File: src/sv/mie_pkg.sv
// Package for the modular inverse block.
// Holds the default data width and the reset value of the modulus register.
// No dependencies.
`default_nettype none

package mie_pkg;

   // Default operand width in bits.
   localparam int MIE_DATA_WIDTH = 16;

   // Modulus after reset, truncated to the data width where it is used.
   localparam int MIE_MODULUS_RESET = 95;

endpackage : mie_pkg

`default_nettype wire

File: src/sv/mie_step_unit.sv
// Shared arithmetic unit: one bit of a restoring division together with one
// Horner step that builds quotient times coefficient.
// Depends on mie_pkg for the default width.
`default_nettype none

module mie_step_unit
   import mie_pkg::*;
#(
   parameter int DATA_WIDTH = MIE_DATA_WIDTH
) (
   input  wire logic [DATA_WIDTH-1:0]        rem,
   input  wire logic                         dvd_bit,
   input  wire logic [DATA_WIDTH-1:0]        divisor,
   input  wire logic signed [DATA_WIDTH+1:0] prod,
   input  wire logic signed [DATA_WIDTH+1:0] coef,
   output logic      [DATA_WIDTH-1:0]        rem_next,
   output logic                              q_bit,
   output logic signed [DATA_WIDTH+1:0]      prod_next
);

   logic [DATA_WIDTH:0]          trial;
   logic [DATA_WIDTH+1:0]        diff;
   logic signed [DATA_WIDTH+1:0] prod_shl;

   // Shift in the next dividend bit and try to subtract the divisor.
   always_comb begin
      trial    = {rem, dvd_bit};
      diff     = {1'b0, trial} - {2'b00, divisor};
      q_bit    = ~diff[DATA_WIDTH+1];
      rem_next = q_bit ? diff[DATA_WIDTH-1:0] : trial[DATA_WIDTH-1:0];
   end

   // Accumulate quotient times coefficient, most significant bit first.
   always_comb begin
      prod_shl  = prod <<< 1;
      prod_next = q_bit ? (prod_shl + coef) : prod_shl;
   end

endmodule : mie_step_unit

`default_nettype wire

File: src/sv/mie_seq.sv
// Sequencer of the extended Euclidean algorithm: holds remainders and
// coefficients, drives the shared step unit and registers the result word.
// Depends on mie_pkg and mie_step_unit.
`default_nettype none

module mie_seq
   import mie_pkg::*;
#(
   parameter int DATA_WIDTH = MIE_DATA_WIDTH
) (
   input  wire logic                  clock,
   input  wire logic                  reset,
   input  wire logic                  start,
   input  wire logic [DATA_WIDTH-1:0] value,
   input  wire logic [DATA_WIDTH-1:0] modulus,
   output logic                       busy,
   output logic                       rsp_valid,
   output logic [DATA_WIDTH-1:0]      rsp_inverse_out,
   output logic                       rsp_invertible
);

   localparam int SW = DATA_WIDTH + 2;
   localparam int CW = $clog2(DATA_WIDTH);
   localparam logic [CW-1:0] CNT_LAST = CW'(DATA_WIDTH - 1);

   localparam logic [2:0] ST_IDLE  = 3'd0;
   localparam logic [2:0] ST_CHECK = 3'd1;
   localparam logic [2:0] ST_DIV   = 3'd2;
   localparam logic [2:0] ST_UPD   = 3'd3;
   localparam logic [2:0] ST_FIX1  = 3'd4;
   localparam logic [2:0] ST_FIX2  = 3'd5;

   logic [2:0]            state_ff, state_in;
   logic [DATA_WIDTH-1:0] r0_ff, r0_in, r1_ff, r1_in;
   logic [DATA_WIDTH-1:0] rem_ff, rem_in, dvd_ff, dvd_in;
   logic signed [SW-1:0]  s0_ff, s0_in, s1_ff, s1_in, p_ff, p_in, x_ff, x_in;
   logic [CW-1:0]         cnt_ff, cnt_in;
   logic                  valid_ff, valid_in;
   logic [DATA_WIDTH-1:0] inv_ff, inv_in;
   logic                  ok_ff, ok_in;

   logic [DATA_WIDTH-1:0] rem_next;
   logic                  q_bit;
   logic signed [SW-1:0]  p_next;
   logic signed [SW-1:0]  mod_ext;

   assign mod_ext = SW'({2'b00, modulus});

   // One division bit per cycle on the current remainder pair.
   mie_step_unit #(
      .DATA_WIDTH(DATA_WIDTH)
   ) u_step (
      .rem      (rem_ff),
      .dvd_bit  (dvd_ff[DATA_WIDTH-1]),
      .divisor  (r1_ff),
      .prod     (p_ff),
      .coef     (s1_ff),
      .rem_next (rem_next),
      .q_bit    (q_bit),
      .prod_next(p_next)
   );

   // Next-state and datapath control.
   always_comb begin
      state_in = state_ff;
      r0_in    = r0_ff;
      r1_in    = r1_ff;
      rem_in   = rem_ff;
      dvd_in   = dvd_ff;
      s0_in    = s0_ff;
      s1_in    = s1_ff;
      p_in     = p_ff;
      x_in     = x_ff;
      cnt_in   = cnt_ff;
      valid_in = 1'b0;
      inv_in   = inv_ff;
      ok_in    = ok_ff;
      unique case (state_ff)
         ST_IDLE: begin
            if (start) begin
               if (modulus == '0) begin
                  // No residue class exists: answer at once.
                  valid_in = 1'b1;
                  inv_in   = '0;
                  ok_in    = 1'b0;
               end else begin
                  r0_in    = value;
                  r1_in    = modulus;
                  s0_in    = SW'(1);
                  s1_in    = '0;
                  state_in = ST_CHECK;
               end
            end
         end
         ST_CHECK: begin
            if (r1_ff == '0) begin
               state_in = ST_FIX1;
            end else begin
               rem_in   = '0;
               dvd_in   = r0_ff;
               p_in     = '0;
               cnt_in   = '0;
               state_in = ST_DIV;
            end
         end
         ST_DIV: begin
            rem_in = rem_next;
            dvd_in = {dvd_ff[DATA_WIDTH-2:0], 1'b0};
            p_in   = p_next;
            cnt_in = cnt_ff + CW'(1);
            if (cnt_ff == CNT_LAST) begin
               state_in = ST_UPD;
            end
         end
         ST_UPD: begin
            // Shift the remainder and coefficient pairs by one Euclid step.
            r0_in    = r1_ff;
            r1_in    = rem_ff;
            s0_in    = s1_ff;
            s1_in    = s0_ff - p_ff;
            state_in = ST_CHECK;
         end
         ST_FIX1: begin
            if (r0_ff != DATA_WIDTH'(1)) begin
               valid_in = 1'b1;
               inv_in   = '0;
               ok_in    = 1'b0;
               state_in = ST_IDLE;
            end else begin
               x_in     = s0_ff[SW-1] ? (s0_ff + mod_ext) : s0_ff;
               state_in = ST_FIX2;
            end
         end
         ST_FIX2: begin
            // Fold a coefficient equal to the modulus back to zero.
            valid_in = 1'b1;
            ok_in    = 1'b1;
            if (x_ff >= mod_ext) begin
               inv_in = DATA_WIDTH'(x_ff - mod_ext);
            end else begin
               inv_in = x_ff[DATA_WIDTH-1:0];
            end
            state_in = ST_IDLE;
         end
         default: begin
            state_in = ST_IDLE;
         end
      endcase
   end

   // Control registers.
   always_ff @(posedge clock) begin
      if (reset) begin
         state_ff <= ST_IDLE;
         valid_ff <= 1'b0;
      end else begin
         state_ff <= state_in;
         valid_ff <= valid_in;
      end
   end

   // Datapath registers.
   always_ff @(posedge clock) begin
      r0_ff  <= r0_in;
      r1_ff  <= r1_in;
      rem_ff <= rem_in;
      dvd_ff <= dvd_in;
      s0_ff  <= s0_in;
      s1_ff  <= s1_in;
      p_ff   <= p_in;
      x_ff   <= x_in;
      cnt_ff <= cnt_in;
      inv_ff <= inv_in;
      ok_ff  <= ok_in;
   end

   assign busy            = (state_ff != ST_IDLE);
   assign rsp_valid       = valid_ff;
   assign rsp_inverse_out = inv_ff;
   assign rsp_invertible  = ok_ff;

endmodule : mie_seq

`default_nettype wire

File: src/sv/modular_inverse_ext_euclid.sv
// Modular inverse by the extended Euclidean algorithm. A word is taken when
// start is high and busy is low; the result word appears for exactly one
// cycle with rsp_valid high and cannot be stalled, so the receiver must take
// it then. Each Euclid step is one remainder check, bit-serial division in
// the shared step unit and one update. 16-bit operands need at most 23
// steps. A zero modulus answers on the next cycle without raising busy.
// The user must write the modulus through csr_we / csr_wdata only while
// busy is low; the block itself does not enforce this. The modulus resets
// to 95. Depends on mie_pkg and mie_seq.
`default_nettype none

module modular_inverse_ext_euclid
   import mie_pkg::*;
#(
   parameter int DATA_WIDTH = MIE_DATA_WIDTH
) (
   input  wire logic                  clock,
   input  wire logic                  reset,
   input  wire logic                  start,
   output logic                       busy,
   input  wire logic [DATA_WIDTH-1:0] req_value,
   output logic                       rsp_valid,
   output logic [DATA_WIDTH-1:0]      rsp_inverse_out,
   output logic                       rsp_invertible,
   input  wire logic                  csr_we,
   input  wire logic [DATA_WIDTH-1:0] csr_wdata
);

   localparam logic [DATA_WIDTH-1:0] MODULUS_INIT = DATA_WIDTH'(MIE_MODULUS_RESET);

   logic [DATA_WIDTH-1:0] modulus_ff, modulus_in;

   // Modulus register.
   always_comb begin
      modulus_in = csr_we ? csr_wdata : modulus_ff;
   end

   always_ff @(posedge clock) begin
      if (reset) begin
         modulus_ff <= MODULUS_INIT;
      end else begin
         modulus_ff <= modulus_in;
      end
   end

   // Euclid sequencer with its shared step unit.
   mie_seq #(
      .DATA_WIDTH(DATA_WIDTH)
   ) u_seq (
      .clock          (clock),
      .reset          (reset),
      .start          (start),
      .value          (req_value),
      .modulus        (modulus_ff),
      .busy           (busy),
      .rsp_valid      (rsp_valid),
      .rsp_inverse_out(rsp_inverse_out),
      .rsp_invertible (rsp_invertible)
   );

endmodule : modular_inverse_ext_euclid

`default_nettype wire

File: config.mk
export PLATFORM = sky130hd
export DESIGN_NAME = modular_inverse_ext_euclid
export DESIGN_NICKNAME = d
export VERILOG_FILES = /design/src/sv/mie_pkg.sv /design/src/sv/mie_step_unit.sv /design/src/sv/mie_seq.sv /design/src/sv/modular_inverse_ext_euclid.sv
export SDC_FILE = /design/constraint.sdc
export NUM_CORES = 1
export LEC_CHECK = 0
export BUFFER_PORTS_ARGS = -buffer_cell sky130_fd_sc_hd__buf_4
export CAP_MARGIN = 5
export CORE_MARGIN = 10
export CORE_UTILIZATION = 54
export DETAILED_ROUTE_END_ITERATION = 7
export PLACE_DENSITY = 0.72
export SYNTH_ARGS = -nofsm -noshare
export SYNTH_HDL_FRONTEND = slang
export SYNTH_HIERARCHICAL = 1
export SYNTH_SLANG_ARGS = --single-unit
export TNS_END_PERCENT = 1
File: constraint.sdc
create_clock -name clock -period 7.7 [get_ports clock]
set_input_delay 2.31 -clock clock [delete_from_list [all_inputs] [get_ports clock]]
set_output_delay 2.31 -clock clock [all_outputs]
set_load 0.01 [all_outputs]
Word level (Yosys, flattened, before mapping):

Index checks and enable logic that the tools add are counted.

* bits in registers: 177

* add/subtract/negate cells: 6
* magnitude comparators: 1
* equal/unequal tests: 13
* mux-type cells: 42
* bitwise operators: 1
* reductions and logical operators: 12

Operator list (count)
* 16-bit 2-to-1 mux: 11
* 16-bit case mux with 2 select lines: 4
* 18-bit 2-to-1 mux: 6
* 18-bit case mux with 2 select lines: 3
* 16-bit case mux with 3 select lines: 1
* 16-bit zero test: 2
* 18-bit by 17-bit adder with 18-bit output: 1
* 18-bit adder: 1
* 18-bit by 17-bit >= comparator with 1-bit output: 1
* 17-bit by 16-bit subtractor with 18-bit output: 1
* 18-bit subtractor: 1
* 17-bit 2-to-1 mux: 1
* 16-bit by 1-bit inequality test with 1-bit output (second input constant): 1
* 16-bit subtractor: 1
* 3-bit 2-to-1 mux: 5
* 3-bit case mux with 5 select lines: 1
* 4-bit case mux with 2 select lines: 1
* 3-bit by 2-bit == test with 1-bit output (second input constant): 2
* 3-bit == test (second input constant): 2
* 1-bit 2-to-1 mux: 6
* 2-bit by 1-bit inequality test with 1-bit output (second input constant): 3
* 2-bit inequality test (second input constant): 3
* 1-bit case mux with 3 select lines: 2
* 3-bit AND reduction: 2
* other kinds (10): 13

Longest topological paths before layout:

Gate-level depths: netlist of the first run.

* word-level depth: 4
* depth in mapped cells: 12
* depth with buffers taken out: 12

By module:

The synthesis of the first run kept the hierarchy.

Modules (own cells, without submodules)
* mie_seq: instances 1, cells an instance 840, area an instance 8962.3 um^2, seq. area each 4794.6 um^2
* mie_step_unit: instances 1, cells an instance 291, area an instance 1959.4 um^2, seq. area each 0.0 um^2
* modular_inverse_ext_euclid: instances 1, cells an instance 52, area an instance 600.6 um^2, seq. area each 320.3 um^2

Least setup slack after synthesis of the first run:

OpenSTA, ideal clock, no wires.

* path kind: input port to flip-flop
* from: input port start
* to: register u_seq.r0_ff[0] (enable)
* setup time: 0.516 ns
* data arrival time: 5.701 ns
* required time: 7.184 ns
* path slack: 1.483 ns
* cell stages on the path: 2
* cell sequence: nand3_1 -> a21oi_1

* cells in the longest elaborated chain, start to end: 2

RTL lines
* from (decl): RTL line modular_inverse_ext_euclid.sv:19 `input wire logic start,`
* 2-bit inequality test (no source line)
* 3-bit AND reduction (no source line)
* to (signal assigned): RTL line mie_seq.sv:164 `r0_ff <= r0_in;`
* to (decl): RTL line mie_seq.sv:34 `logic [DATA_WIDTH-1:0] r0_ff, r0_in, r1_ff, r1_in;`

Every way passes these cells.
A chain may end at the register's enable or synchronous reset.

Worst setup path after layout of the first run:

* from: register u_seq.state_ff[2]
* to: output port busy

* cells in the longest elaborated chain, start to end: 1

RTL lines
* from (decl): RTL line mie_seq.sv:33 `logic [2:0] state_ff, state_in;`
* from (signal assigned): RTL line mie_seq.sv:157 `state_ff <= state_in;`
* 3-bit nonzero test: RTL line mie_seq.sv:177 `assign busy = (state_ff != ST_IDLE);`
* to (decl): RTL line modular_inverse_ext_euclid.sv:20 `output logic busy,`

Every way passes these cells.

==> impl_metrics.tcl, run 1 <==
set metrics [dict create \
    finalNetCount 1340 \
    grt-ovfl-total 0 \
    wl_per_cell_um 17.3 \
    clock_sinks 177 \
    p_seq_share_pct 42.2 \
    max_freq_mhz 255 \
    drv_cap 0 \
    grt_max_degree 69 \
    cts_resized 0 \
    p_comb_share_pct 28.3 \
    period_minus_slack_ns 3.91 \
    crit_arrival_ns 1.60 \
    drtAntennaViolNets 0 \
    p_per_area_nw_per_um2 231 \
    hold_buffers 0 \
    setup_viol 0 \
    cts_buffers 17 \
    dp_hpwl_mm 19.3 \
    hold-worst-slack_ns 0.520 \
    finClkSkew_ns 0.0180 \
    vias 8660 \
    synth_edf_count 157 \
    hold_viol 0 \
    synth_top_area_share_pct 40.9 \
    worstSetupEndpointType "primary output" \
    switching_share_pct 33.3 \
    synthFlopType "edfxtp_1" \
    cp.required_ns 5.39 \
    grt_antenna_before_repair 0 \
    leakage_nw 5.27 \
    gp_congestion 0.866 \
    dieHeight_um 166 \
    port_buffers 54 \
    worstPathMaxFanout 16 \
    worst_pin_slew_ns 1.16 \
    power.total_mw 2.94 \
    final_cell_mix "184 x nand2_1, 157 x edfxtp_1, 82 x ha_1, 75 x o21ai_0, 68 x nor2_1" \
    final_area_sq_um 12700 \
    synth_area_leaders "edfxtp_1 41%, ha_1 8.9%, nand2_1 6.0%, dfxtp_1 3.5%, o21ai_0 3.3%" \
    routed_wl_mm 26.0 \
    grt_pass1_wl_mm 42.2 \
    critPathLaunchType "flop" \
    power.switching_uw 980 \
    clk_latency_ns 0.44 \
    place_area_sq_um 12100 \
    post_cts_buffers 0 \
    place_inst 1473 \
    vdd_drop_max_uv 144 \
    finalSetupTns_ns 0 \
    fin_cells 1505 \
    min_path_type "flop to flop" \
    cts_max_path_buffers 2 \
    max_slew_margin_pct 22.4 \
    antennaDiodeCount 0 \
    clockPowerShare_pct 29.5 \
    avgSynthCellArea_sq_um 9.74 \
    outcome "complete, no violations" \
    synthArstFlopShare_pct 0 \
    netlist_area_sq_um 11500 \
    avgViaCountPerCell 5.75 \
    drive_gt1_share_pct 11.5 \
    num_rows 53 \
    synthDistinctLibCells 79 \
    ioPinCount 55 \
    yosysSeqAreaShare_pct 44.4 \
    rsz0062_at_grt "no" \
    grt_usage_pct 18.5 \
    cts_tree "yes" \
    intPower_mw 1.96 \
    fin_crit_sh_pct 50.8 \
    fp.dieW_um 166 \
    slew_violations 0 \
    preCtsSetupSlack_ns 3.73 \
    htreeDepth 4 \
    synth_nets 1306 \
    ys_warn_count 6 \
    dieArea_sq_um 27600 \
    layout_commonest_cell "nand2_1" \
    path_class "flop to primary output" \
    syn_to_final_growth_pct 10.5 \
    setup_ws_ns 3.79 \
    coreArea_sq_um 21000 \
    post-route-util_pct 60.6 \
    clk_pin_slew_worst_paths_ns 0.08 \
    cts_root_buf "clkbuf_16" \
    start_util_pct 54.8 \
    drc 0 \
    ys_seq_elements 177 \
    grt_pass1_vias 8337 \
    synthCells 1183 \
    yosys.area.top_type "edfxtp_1" \
    dr.pass1.iters 7 \
    drt_iter0_drc 727 \
]
[kinds of logic after synthesis]
logic type      count (synthesis)  share of synthesized area (%)
simple gates                  442                           18.4
flops                         177                           44.4
mux                            30                           2.89
xor+xnor                       55                           4.18
buf+inv                       108                           4.07
compound gates                284                           16.3
fa+ha+maj                      87                           9.77
[synthesized netlist by cell type (all sizes together) (7+ instances only)]
master  instances
a21oi          66
inv            64
clkbuf         33
nand2b          7
a211o          10
nor2           70
edfxtp        157
xor2           23
o31ai           7
nand3          21
mux2i          13
a211oi         12
o21bai          7
nor4           14
a21o           30
a31oi          11
nor2b          17
nand4           8
xnor2          32
buf            11
and2           55
ha             82
nand2         185
nor3           29
o21ai          83
o21a           22
dfxtp          20
mux2           17
or3             9
[power by group through the flow]
stage | combinational [mW] | sequential, mW | clock (mW)
2_1_floorplan | 0.668 | 1.23 | 0
3_3_place_gp | 0.808 | 1.26 | 0
3_5_place_dp | 0.822 | 1.26 | 0
4_1_cts | 0.829 | 1.24 | 0.883
5_1_grt | 0.934 | 1.25 | 0.924
6_report | 0.832 | 1.24 | 0.866
[final timing paths]
| check | end | slack, ns | from | depth (start not counted) |
|---|---|---|---|---|
| setup reg to reg | u_seq/rem_ff[7] | 4.60 | u_seq/r1_ff[1] | 11 |
| hold / removal | u_seq/dvd_ff[12] | 0.52 | u_seq/dvd_ff[11] | 2 |
| hold reg to reg | u_seq/dvd_ff[12] | 0.52 | u_seq/dvd_ff[11] | 2 |
| setup / recovery | busy | 3.79 | u_seq/state_ff[2] | 2 |
[registers in the layout, indices dropped and copies added, names as in the netlist]
name and cells:
modulus_ff 16, u_seq/cnt_ff 4, u_seq/dvd_ff 16, u_seq/p_ff 18, u_seq/r0_ff 16, u_seq/r1_ff 16
u_seq/rem_ff 16, u_seq/rsp_inverse_out 16, u_seq/rsp_invertible 1, u_seq/rsp_valid 1, u_seq/s0_ff 18, u_seq/s1_ff 18
u_seq/state_ff 3, u_seq/x_ff 18
[layout make-up]
class | instances | area [sq um]
clock buffer | 17 | 425
clock inverter | 15 | 185
fill | 1771 | 8290
inverter | 64 | 243
multi-input combinational | 898 | 5980
sequential | 177 | 5110
tap | 275 | 344
timing repair buffer | 59 | 443
[critical path, stage by stage, from the launching register on]
cell	delay, ns
dfxtp_1	0.56
or3_1	0.47
buf_4	0.15
[metal layers]
layer | GRT usage, % | wire, um | part of all wire [%]
met1 | 24.8 | 12200 | 47
met2 | 29.9 | 11800 | 46
met3 | 3.27 | 1410 | 5.4
met4 | 5.82 | 524 | 2.0
met5 | 0 | 0 | 0
Power figures use the tool's default switching activity.
==> run 2: changes to the inputs <==
--- a/config.mk
+++ b/config.mk
@@ -5,6 +5,7 @@
 export SDC_FILE = /design/constraint.sdc
 export NUM_CORES = 1
 export LEC_CHECK = 0
+export ABC_AREA = 1
 export BUFFER_PORTS_ARGS = -buffer_cell sky130_fd_sc_hd__buf_4
 export CAP_MARGIN = 5
 export CORE_MARGIN = 10
==> constraint.sdc (replaced) <==
create_clock -name clock -period 3.69 [get_ports clock]
set_input_delay 1.107 -clock clock [delete_from_list [all_inputs] [get_ports clock]]
set_output_delay 1.107 -clock clock [all_outputs]
set_load 0.01 [all_outputs]
==> run 2 against run 1 <==
Clock power grew 110%; sequential share of layout area shrank 3.5 points; via count up 27%; register-to-register slack got worse by 3.6 ns; cell count rose by 41%; setup slack lost 2.8 ns; first-iteration DRC count up 37%; critical path depth increased by 5; global-route usage rose by 3.1 points; combinational power increased to 7.0 times the previous value; largest power group is now combinational logic.
==> impl_metrics.tcl, run 2 <==
set metrics [dict create \
    outcome "complete, no violations" \
    grt_pass1_wl_mm 53.6 \
    dieArea_sq_um 30100 \
    dieHeight_um 174 \
    clk_pin_slew_worst_paths_ns 0.07 \
    cp.required_ns 3.87 \
    hold-worst-slack_ns 0.505 \
    period_minus_slack_ns 2.72 \
    synthCells 1744 \
    final_cell_mix "546 x nand2_1, 292 x inv_1, 195 x nor2_1, 157 x edfxtp_1" \
    synthFlopType "edfxtp_1" \
    finalNetCount 1908 \
    yosys.area.top_type "edfxtp_1" \
    yosysMostFrequentCell "nand2_1" \
    leakage_nw 7.02 \
    cts_tree "yes" \
    clock_sinks 177 \
    fin_crit_sh_pct 73.6 \
    worst_pin_slew_ns 0.788 \
    dr.pass1.iters 6 \
    grt_usage_pct 21.6 \
    cts_resized 0 \
    clk_latency_ns 0.44 \
    htreeDepth 4 \
    gp_congestion 0.909 \
    min_path_type "flop to flop" \
    cts_max_path_buffers 2 \
    coreArea_sq_um 23300 \
    drc 0 \
    slew_violations 0 \
    num_rows 56 \
    final_area_sq_um 13900 \
    finClkSkew_ns 0.0151 \
    netlist_area_sq_um 12700 \
    fp.dieW_um 174 \
    grt_pass1_vias 10500 \
    synthTopCellsByCount "547 x nand2_1, 292 x inv_1, 195 x nor2_1" \
    worstPathMaxFanout 32 \
    post_cts_buffers 0 \
    synth_top_area_share_pct 37.0 \
    hold_buffers 0 \
    layout_commonest_cell "nand2_1" \
    ioPinCount 55 \
    vias 11000 \
    avgViaCountPerCell 5.20 \
    cts_root_buf "clkbuf_16" \
    wl_per_cell_um 15.4 \
    path_class "flop to flop" \
    antennaDiodeCount 0 \
    critPathLaunchType "flop" \
    synth_edf_count 157 \
    routed_wl_mm 32.7 \
    hold_viol 0 \
    synthDistinctLibCells 41 \
    ys_seq_elements 177 \
    setup_viol 0 \
    avgSynthCellArea_sq_um 7.30 \
    p_per_area_nw_per_um2 803 \
    finalSetupTns_ns 0 \
    port_buffers 54 \
    grt-ovfl-total 0 \
    dp_hpwl_mm 25.0 \
    max_freq_mhz 368 \
    setup_ws_ns 0.974 \
    cts_buffers 17 \
    syn_to_final_growth_pct 9.54 \
    start_util_pct 54.6 \
    synth_nets 1867 \
    max_slew_margin_pct 47.4 \
    crit_arrival_ns 2.90 \
    drive_gt1_share_pct 7.68 \
    synthArstFlopShare_pct 0 \
    ys_warn_count 6 \
    vdd_drop_max_uv 628 \
    yosysSeqAreaShare_pct 40.2 \
    synth_area_leaders "edfxtp_1 37%, nand2_1 16%, inv_1 8.6%, ha_1 8.1%, nor2_1 5.7%" \
    grt_max_degree 69 \
    drv_cap 0 \
    preCtsSetupSlack_ns 1.02 \
    worstSetupEndpointType "flop" \
    place_area_sq_um 13400 \
    grt_antenna_before_repair 0 \
    drt_iter0_drc 993 \
    drtAntennaViolNets 0 \
    rsz0062_at_grt "no" \
]
-- run 2: cell count changes after synthesis, sizes merged, moves of 18 or more --
cell | previous run | this run
nand2 | 185 | 570
inv | 64 | 301
nor2 | 70 | 198
nand3 | 21 | 97
and2 | 55 | 5
a21oi | 66 | 94
a21o | 30 | 5
xnor2 | 32 | 11
o21a | 22 | 2
clkbuf | 33 | 15
-- run 2: critical path: stages, from the launching register on --
cell	delay, ns
dfxtp_1	0.37
inv_1	0.15
ha_1	0.42
nand3_1	0.19
nor3_1	0.26
nand4_2	0.61
a21oi_1	0.37
nor2_1	0.08
-- run 2: cells by family (layout without fill, tap and decap cells) --
logic type / after synthesis / in the layout / synth area share, %
flops: 177 / 177 / 40.2
fa+ha+maj: 87 / 87 / 8.85
simple gates: 933 / 933 / 30.7
compound gates: 178 / 178 / 7.30
xor+xnor: 29 / 29 / 2.00
buf+inv: 340 / 394 / 10.9
-- run 2: final cells by class --
class / instances / area [sq um]
repair buffers: 60 / 463
inverters: 302 / 1140
clock inverters: 15 / 170
well taps: 319 / 399
fillers: 2179 / 9390
clock buffers: 17 / 425
multi-input cells: 1227 / 6240
flip-flops and latches: 177 / 5110
-- run 2: per-layer routing --
layer | routed length (um) | part of all wire (%) | global-route usage, % | vias to the layer above
met4 | 479 | 1.5 | 5.61 | 0
li1 | - | - | - | 5632
met3 | 1390 | 4.3 | 2.74 | 29
met1 | 15000 | 46 | 28.3 | 5072
met5 | 0 | 0 | 0 | -
met2 | 15900 | 48 | 36.9 | 268
-- run 2: worst paths after layout --
kind / cells past startpoint / slack, ns / start / endpoint
max reg2reg: 7 / 0.97 / modulus_ff[14] / u_seq/rsp_inverse_out[7]
min reg2reg: 2 / 0.51 / modulus_ff[6] / modulus_ff[6]
max: 7 / 0.97 / modulus_ff[14] / u_seq/rsp_inverse_out[7]
min: 2 / 0.51 / modulus_ff[6] / modulus_ff[6]
-- run 2: per-stage QoR --
step,total power [mW],instances,utilization [%]
finish,11.2,2117,59.8
global route,12.2,2117,59.8
CTS,11.2,2117,59.8
detailed placement,9.35,2085,57.2
global placement,9.23,2085,57.2
floorplan,7.90,1744,-
-- run 2: power breakdown --
group / leakage [nW] / internal (mW) / switching (mW)
sequential: 1.69 / 3.08 / 0.503
clock: 0.286 / 0.967 / 0.867
combinational: 5.05 / 1.95 / 3.84
total: 7.02 / 6.00 / 5.21
==> run 3: changes to the inputs <==
--- a/config.mk
+++ b/config.mk
@@ -5,13 +5,13 @@
 export SDC_FILE = /design/constraint.sdc
 export NUM_CORES = 1
 export LEC_CHECK = 0
-export ABC_AREA = 1
+export ABC_AREA = 0
 export BUFFER_PORTS_ARGS = -buffer_cell sky130_fd_sc_hd__buf_4
 export CAP_MARGIN = 5
 export CORE_MARGIN = 10
 export CORE_UTILIZATION = 54
 export DETAILED_ROUTE_END_ITERATION = 7
-export PLACE_DENSITY = 0.72
+export PLACE_DENSITY = 0.75
 export SYNTH_ARGS = -nofsm -noshare
 export SYNTH_HDL_FRONTEND = slang
 export SYNTH_HIERARCHICAL = 1
==> constraint.sdc (replaced) <==
create_clock -name clock -period 2.2 [get_ports clock]
set_input_delay 0.66 -clock clock [delete_from_list [all_inputs] [get_ports clock]]
set_output_delay 0.66 -clock clock [all_outputs]
set_load 0.01 [all_outputs]
==> run 3 against run 2 <==
Global-route usage shrank 0.17 points; critical path type unchanged; non-clock buffer count increased by 253; flip-flop and latch count did not move; largest cell class unchanged; the flow now finishes with violations (negative setup slack).
==> impl_metrics.tcl, run 3 (synthesis gave the netlist of run 1 again) <==
set metrics [dict create \
    outcome "finished, violations left" \
    failed_checks "negative setup slack" \
    drive_gt1_share_pct 28.0 \
    ioPinCount 55 \
    drc 0 \
    final_cell_mix "302 x buf_4, 184 x nand2_1, 157 x edfxtp_1, 80 x ha_1, 71 x o21ai_0" \
    intPower_mw 7.60 \
    finClkSkew_ns 0.0147 \
    min_path_type "input pin to flop" \
    dp_hpwl_mm 22.8 \
    p_per_area_nw_per_um2 769 \
    p_seq_share_pct 37.3 \
    cpLargestDelayFamily "compound AO/OA/AOI/OAI gates" \
    power.switching_mw 3.85 \
    setup_ws_ns -0.476 \
    cp_num_cells 10 \
    grt-ovfl-total 0 \
    routed_wl_mm 30.3 \
    coreArea_sq_um 21000 \
    p_comb_share_pct 35.1 \
    dieHeight_um 166 \
    gp_congestion 0.889 \
    cts_buffers 17 \
    finalNetCount 1594 \
    cts_root_buf "clkbuf_16" \
    period_minus_slack_ns 2.68 \
    clockPowerShare_pct 27.6 \
    fin_cells 1759 \
    start_util_pct 54.8 \
    drt_iter0_drc 824 \
    layout_commonest_cell "buf_4" \
    drtAntennaViolNets 0 \
    finalSetupTns_ns -24.88 \
    worst-path-buf-inv 0 \
    cts_tree "yes" \
    grt_antenna_before_repair 0 \
    hold_viol 0 \
    path_class "flop to flop" \
    fin_crit_sh_pct 122 \
    antennaDiodeCount 0 \
    critPathLaunchType "flop" \
    r2r_cells 10 \
    dr.pass1.iters 5 \
    wl_per_cell_um 17.2 \
    clk_latency_ns 0.45 \
    hold_buffers 0 \
    grt_pass1_vias 9937 \
    slew_violations 0 \
    rsz0062_at_grt "yes" \
    place_area_sq_um 14200 \
    drv_cap 0 \
    final_area_sq_um 14900 \
    post-route-util_pct 70.9 \
    worstSetupEndpointType "flop" \
    place_inst 1723 \
    avgViaCountPerCell 5.65 \
    fp.dieW_um 166 \
    grt_pass1_wl_mm 49.3 \
    grt_max_degree 51 \
    syn_to_final_growth_pct 29.4 \
    leakage_nw 6.57 \
    path_cells "ha_4 -> fa_2 -> a21o_1 -> a41oi_2 -> a31oi_4 -> nor2b_4 -> a32o_1 -> xor2_1 -> mux2_4 -> and2_1" \
    cp.required_ns 2.41 \
    grt_usage_pct 21.5 \
    htreeDepth 4 \
    vias 9947 \
    port_buffers 54 \
    cts_max_path_buffers 2 \
    vdd_drop_max_uv 732 \
    setup_viol 91 \
    clock_sinks 177 \
    hold_depth 2 \
    crit_arrival_ns 2.88 \
    clk_pin_slew_worst_paths_ns 0.08 \
    max_slew_margin_pct 66.3 \
    worstPathMaxFanout 3 \
    max_freq_mhz 374 \
    worst_pin_slew_ns 0.505 \
    power.total_mw 11.5 \
    num_rows 53 \
    slowest_stage "edfxtp_1" \
    cpPeakStageDelay_ns 0.45 \
    dieArea_sq_um 27600 \
    switching_share_pct 33.6 \
]
-- run 3: changes by cell type in the layout (fill, tap and decap cells not counted), sizes merged, moves of 21 or more --
cell   before  now
nand2     570  185
a21o        5   30
buf        60  313
and2        5   55
nor2      198   70
nand3      97   21
a21oi      94   66
inv       309   72
xnor2      11   32
-- run 3: path summary, 6_finish.rpt --
path / startpoint / end / slack, ns
worst min-delay path: csr_wdata[1] / modulus_ff[1] / 0.42
worst max-delay path: u_seq/p_ff[0] / u_seq/p_ff[15] / -0.48
worst max register to register: u_seq/p_ff[0] / u_seq/p_ff[15] / -0.48
worst min register to register: u_seq/dvd_ff[6] / u_seq/dvd_ff[7] / 0.52
-- run 3: layout make-up --
type / count / area, sq um
clock buffers: 17 / 425
clock inverters: 15 / 201
fillers: 1527 / 6110
inverters: 64 / 243
multi-input cells: 898 / 6100
flip-flops and latches: 177 / 5120
well taps: 275 / 344
repair buffers: 313 / 2480
-- run 3: layer usage --
layer  vias up  track usage (%)  part of all wire, %
met4         0             8.09                  2.8
met2       284             36.8                   48
met5         -                0                    0
met1      4753             26.9                   44
met3        59             2.93                  4.3
li1       4851                -                    -
-- run 3: timing repair --
| item | CTS | global route |
|---|---|---|
| hold endpoints to repair | 0 | 0 |
| pin swaps | 11 | 7 |
| setup buffers | 1 | 3 |
| setup endpoints to repair | 92 | 147 |
| resized for setup | 19 | 7 |
-- run 3: per-stage QoR --
stage	setup WS (ns)	hold WS, ns
6_report	-0.476	0.423
5_1_grt	-0.620	0.426
4_1_cts	-0.512	0.413
3_5_place_dp	-0.537	0.500
3_3_place_gp	-0.466	0.492
2_1_floorplan	-0.359	0.484
-- run 3: power groups by stage --
stage	sequential (mW)	combinational [mW]	clock (mW)
6_report	4.27	4.02	3.17
5_1_grt	4.31	4.41	3.34
4_1_cts	4.27	3.94	3.19
3_5_place_dp	4.34	3.83	0
3_3_place_gp	4.32	3.74	0
2_1_floorplan	4.29	2.36	0
